==> src/hdl/gbhs_div.sv <==
`timescale 1ns / 1ps
// Restoring divider, one quotient bit per cycle. The caller guarantees
// dividend < divisor * 2^QW, so only QW quotient bits are produced.
module gbhs_div #(
  parameter int AW = 29,
  parameter int QW = 23
) (
  input  logic              clk_i,
  input  logic              rst_ni,
  input  logic              start_i,
  input  logic [AW+QW-1:0]  dividend_i,
  input  logic [AW-1:0]     divisor_i,
  output logic              done_o,
  output logic [QW-1:0]     quotient_o
);
  localparam int CNTW = $clog2(QW + 1);

  logic [AW-1:0]   rem_q, rem_d;
  logic [AW-1:0]   div_q;
  logic [QW-1:0]   low_q, low_d;
  logic [CNTW-1:0] cnt_q;
  logic            run_q, done_q;
  logic [AW:0]     trial;
  logic            ge;

  always_comb begin
    trial = {rem_q, low_q[QW-1]};
    ge    = trial >= {1'b0, div_q};
    rem_d = ge ? AW'(trial - {1'b0, div_q}) : trial[AW-1:0];
    low_d = {low_q[QW-2:0], ge};  // quotient bits shift in behind the dividend
  end

  always_ff @(posedge clk_i or negedge rst_ni) begin
    if (!rst_ni) begin
      run_q  <= 1'b0;
      done_q <= 1'b0;
      cnt_q  <= '0;
    end else begin
      done_q <= run_q && (cnt_q == CNTW'(1));
      if (start_i) begin
        run_q <= 1'b1;
        cnt_q <= CNTW'(QW);
      end else if (run_q) begin
        cnt_q <= cnt_q - CNTW'(1);
        if (cnt_q == CNTW'(1)) run_q <= 1'b0;
      end
    end
  end

  always_ff @(posedge clk_i) begin
    if (start_i) begin
      rem_q <= dividend_i[AW+QW-1:QW];
      low_q <= dividend_i[QW-1:0];
      div_q <= divisor_i;
    end else if (run_q) begin
      rem_q <= rem_d;
      low_q <= low_d;
    end
  end

  assign done_o     = done_q;
  assign quotient_o = low_q;

  a_done_pulse: assert property (@(posedge clk_i) disable iff (!rst_ni)
    done_o |=> !done_o) else $error("divider done held");
  a_rem_bound: assert property (@(posedge clk_i) disable iff (!rst_ni)
    run_q && !start_i |-> rem_q < div_q) else $error("remainder not below divisor");
  a_start_idle: assert property (@(posedge clk_i) disable iff (!rst_ni)
    start_i |-> !run_q) else $error("divider restarted while running");
endmodule

==> config.mk <==
export PLATFORM = sky130hd
export DESIGN_NAME = gbhs_div
export DESIGN_NICKNAME = d
export VERILOG_FILES = /design/src/hdl/gbhs_div.sv
export SDC_FILE = /design/constraint.sdc
export NUM_CORES = 1
export LEC_CHECK = 0
export BUFFER_PORTS_ARGS = -buffer_cell sky130_fd_sc_hd__buf_2
export CORE_MARGIN = 2
export CORE_UTILIZATION = 56
export CTS_CLUSTER_DIAMETER = 150
export DETAILED_ROUTE_END_ITERATION = 7
export HOLD_SLACK_MARGIN = 0.03
export PLACE_DENSITY = 0.89
export SLEW_MARGIN = 0
export SYNTH_ARGS = -nofsm -noshare
export SYNTH_HDL_FRONTEND = slang
export SYNTH_SLANG_ARGS = --single-unit
==> constraint.sdc <==
create_clock -name clk_i -period 3.35 [get_ports clk_i]
set_input_delay 0.5025 -clock clk_i [delete_from_list [all_inputs] [get_ports clk_i]]
set_output_delay 0.5025 -clock clk_i [all_outputs]
set_load 0.02 [all_outputs]
Yosys cells after proc, flatten, opt, wreduce, memory -nomap -nowiden
Cells that the tools add are included.

storage, ports and cells
  register bits after elaboration = 88
  input bits = 84
  output and inout port bits = 24
  word-level logic and storage cells = 22

cells by class
  add/sub/neg operators = 2
  $lt $le $gt $ge = 1
  eq/ne operators = 1
  muxes and demuxes = 10
  reductions and logical operators = 2

operator list
  kind                                                                   count
  29-bit 2-to-1 mux                                                      3
  23-bit 2-to-1 mux                                                      2
  30-bit by 29-bit greater-or-equal comparator with 1-bit output         1
  29-bit subtractor                                                      1
  5-bit 2-to-1 mux                                                       2
  5-bit by 1-bit equality test with 1-bit output, second input constant  1
  5-bit by 1-bit subtractor with 5-bit output, second input constant     1
  1-bit 2-to-1 mux                                                       3
  2-bit nonzero test                                                     1
  1-bit logical AND                                                      1

Logic depth before layout (Yosys ltp)
  word-level depth = 4
  gate-level depth with buffers = 15
  mapped depth without buffers = 13

Least setup slack after synthesis
Ideal clock, no wire load.

  kind = register to register
  start point = reg low_q[22] (netlist: quotient_o[22])
  end point = reg rem_q[11], data pin
  setup time = 0.260 ns
  data arrival time = 2.993 ns
  required time = 3.090 ns
  slack = 0.097 ns
  stages on the path, launching flop included = 14
  buffers on the path = 1
  clock period less this slack = 3.253 ns
  path through = edfxtp_1 -> inv_1 -> ha_1 -> inv_1 -> fa_1 -> a21oi_2 -> o211ai_2 -> o311a_1 -> nand4b_4 -> a41oi_4 -> o21ai_4 -> buf_6 -> mux2_4 -> mux2_2

on the way
  cells in the longest elaborated chain, start to end = 4
  elaborated cells between the ends (all ways) = 5
  classes of those cells = add/sub (1); order compare (1); mux (3)

ends and longest elaborated chain
  element                                                                                                     RTL line  source
  from (decl)                                                                                                 20        logic [QW-1:0] low_q, low_d;
  from (signal assigned)                                                                                      53        low_q <= dividend_i[QW-1:0];
  from (signal assigned)                                                                                      57        low_q <= low_d;
  29-bit subtractor / 30-bit by 29-bit greater-or-equal comparator with 1-bit output (equally long branches)  29, 28
  29-bit 2-to-1 mux (*)                                                                                       29        rem_d = ge ? AW'(trial - {1'b0, div_q}) : trial[AW-1:0];
  29-bit 2-to-1 mux (*)                                                                                       55        end else if (run_q) begin
  29-bit 2-to-1 mux (*)                                                                                       51        if (start_i) begin
  to (signal assigned)                                                                                        52        rem_q <= dividend_i[AW+QW-1:QW];
  to (signal assigned)                                                                                        56        rem_q <= rem_d;
  to (decl)                                                                                                   18        logic [AW-1:0] rem_q, rem_d;

Every way passes the cells marked *; elsewhere a longest branch is shown, timed or not. The select of a mux whose other input is x is not followed.
A chain may end at the register's enable or synchronous reset.

Final worst setup path
Ends and elaborated chain as after synthesis.

==> qor.txt <==
status = finished, final reports clean
vias per inst = 5.56
fin cells = 735
CTS root buffer = clkbuf_8
clk_skew = 21.4 ps
Routed WL = 11.9 mm
LEAKAGE = 2.83 nW
GRT Max-Usage Layer = met2
worst-path maximum fanout = 5
post-synthesis compound-gate area fraction = 13.9%
sequential area share after synthesis = 48.6%
layout cells sized above 1 = 36.3%
DR vias = 4085
leading cell type in the layout, fill and taps excluded = buf_2
Synth Warn # = 0
biggest cell delay along the critical path = 400 ps
met2 Use GR = 42.3%
mux share of post-synthesis cell area = 11.3%
Setup violations, final = 0
io pins = 108
Syn Std Cell Area = 0.00537 mm2
Sw Share = 39.5%
DP Cell Count = 710
Longest Clk Path Bufs = 2
pwr/cell area = 861 mW/mm2
met3 global-route usage = 5.95%
RSZ-0062 raised after global routing = true
nets = 717
Overall Global Routing Usage = 23.1%
worst hold path depth = 1
die area = 0.0104 mm2
CP Launch Type = flop
Global Route met1 Usage = 26.2%
Max-Cap Viols = 0
total gr overflow = 0
# diodes = 0
Hold Fails Final Rpt = 0
Yosys reg bits = 88
Gate power share = 55.9%
Die H = 102 um
largest family of logic cells by synthesized area = compound AO/OA/AOI/OAI gates
Worst-path clk slew = 100 ps
main flop type after synthesis = edfxtp_1
Worst Hold Endpoint = div_q[8]
Synth Area per Inst = 11.4 um2
crit path cell chain = inv_1, ha_2, inv_2, fa_2, a21oi_2, o211ai_2, o311a_1, nand4b_4, a41oi_4, o21ai_2, mux2_4, mux2_2
RR Startpoint = quotient_o[22]
fin util = 69.4%
final worst path period need = 3310 ps
Peak VDD IR = 0.536 mV
Yosys cell types = 55
CTS Sinks = 88
worst reg2reg path depth = 12
pin count of the biggest net entering global routing = 53
syn_nets = 588
Synth Area in XOR/XNOR = 4.73%
worst hold path class = in2reg
post-synthesis adder-cell area fraction = 7.60%
Max transition margin = 59.0%
pre-CTS WS = 14.2 ps
DRC viols = 0
first-iteration detailed-routing DRC count = 202
Pint = 3.36 mW
die width = 102 um
Post-synth EDFFs = 81
most frequent cells in the layout = buf_2 (107), edfxtp_1 (81), a21oi_1 (50), mux2_2 (47), inv_1 (38)
R2R Path End = rem_q[11]
Detailed Routing Iterations Pass 1 = 4
core area = 0.00928 mm2
Buf/Inv on CP = 2
worst-margin pin slew = 615 ps
Hold WS = 298 ps
synthesized netlist cell count = 472
CP Data Arrival Time = 3420 ps
post-synthesis simple-gate area fraction = 9.18%
Clk pwr share = 13.7%
CTS tree = done
crit-path leading delay family = compound AO/OA/AOI/OAI gates
fin. max-slew vios = 0
global-route wire length before repair = 18.8 mm
slowest CP cell = edfxtp_1
Num CTS Buffers = 9
final worst setup slack = 42.8 ps
Sequential Power Share = 30.4%
DP Wirelength = 8.67 mm
Site Rows = 35
WL/cell = 16.2 um
Sw Pwr = 2.19 mW
number of port buffers = 107
H-Tree Depth = 3
R2R Setup Slk = 40 ps
clk_lat worst skew = 370 ps
Crit Path Category = reg2reg
final period utilization = 98.7%
Fmax = 0.302 GHz
asr flop ratio synth = 7.95%
Syn-to-layout area delta = 20.1%
Routability Congestion = 0.890
initial antenna violation count = 0
Worst Path Required = 3460 ps
vias in the first global route = 4174
min-delay src = divisor_i[8]
Final ANT Viol Nets = 0
critical path capture point type = flop
Starting Density = 57.8%
final cells by class:
class / count / area [um2]
fill: 720 / 2840
sequential: 88 / 2610
multi-input combinational: 326 / 2540
timing repair buffer: 137 / 787
tap: 129 / 161
inverter: 39 / 146
clock buffer: 9 / 124
clock inverter: 7 / 77.6
synthesized netlist by cell type, types with 8 or more instances:
cell	instances	area, um2
mux2_2	47	529
clkbuf_1	8	30.0
nor2_1	23	86.3
nand2_1	19	71.3
inv_1	39	146
ha_1	31	388
xor2_1	14	123
a21oi_1	50	250
a21o_1	16	120
o21ai_0	22	110
nand2b_1	10	62.6
edfxtp_1	81	2430
xnor2_1	15	131
routing by layer:
metal | share of wire, % | vias up
met3 | 6.2 | 21
met2 | 52 | 143
met5 | 0 | -
met1 | 40 | 1930
li1 | - | 1991
met4 | 1.8 | 0
worst register-to-register path: stages (launching register included):
cell,delay (ps)
edfxtp_1,400
inv_1,70
ha_2,190
inv_2,40
fa_2,380
a21oi_2,190
o211ai_2,100
o311a_1,310
nand4b_4,190
a41oi_4,340
o21ai_2,220
mux2_4,360
mux2_2,260
what timing repair did:
item / CTS / global route
buffers inserted: 0 / 5
hold buffers: 1 / 0
gates resized for setup: 0 / 10
hold endpoints to repair: 7 / 0
endpoints found under the setup margin: 0 / 30
state kept, by name, summed over array words and instances (netlist names):
name and cells:
cnt_q 5, div_q 29, done_o 1, quotient_o 23, rem_q 29, run_q 1
power by group through the flow:
stage	Combinational, mW	Sequential [mW]	Clock (mW)
detailed placement	2.91	1.70	0
CTS	2.92	1.68	0.776
global route	3.42	1.72	0.807
global placement	2.81	1.69	0
finish	3.10	1.69	0.758
floorplan	2.20	1.70	0
cells by family after synthesis:
group / Yosys count
adder cells (fa/ha/maj): 32
flip-flops: 88
XOR/XNOR: 29
buffers and inverters: 60
multiplexers: 53
AO/OA/AOI/OAI: 117
AND/OR/NAND/NOR: 93
worst max path at each step:
stage | slack, ps | from | to | cells after the start
finish | 40 | quotient_o[22] | rem_q[11] | 12
global route | -100 | quotient_o[22] | rem_q[15] | 12
CTS | 2 | quotient_o[22] | rem_q[27] | 14
detailed placement | 10 | quotient_o[22] | rem_q[22] | 14
global placement | 140 | quotient_o[22] | rem_q[27] | 14
floorplan | 100 | quotient_o[22] | rem_q[11] | 13
through the flow:
stage                     setup TNS (ps)  power [mW]  cell area, um2
final                                  0        5.55            6450
after global routing               -1200        5.95            6450
after CTS                              0        5.38            6360
after detailed placement               0        4.61            6140
after global placement                 0        4.50            6140
after floorplan                        0        3.90            5370
Power figures use the tool's default switching activity.
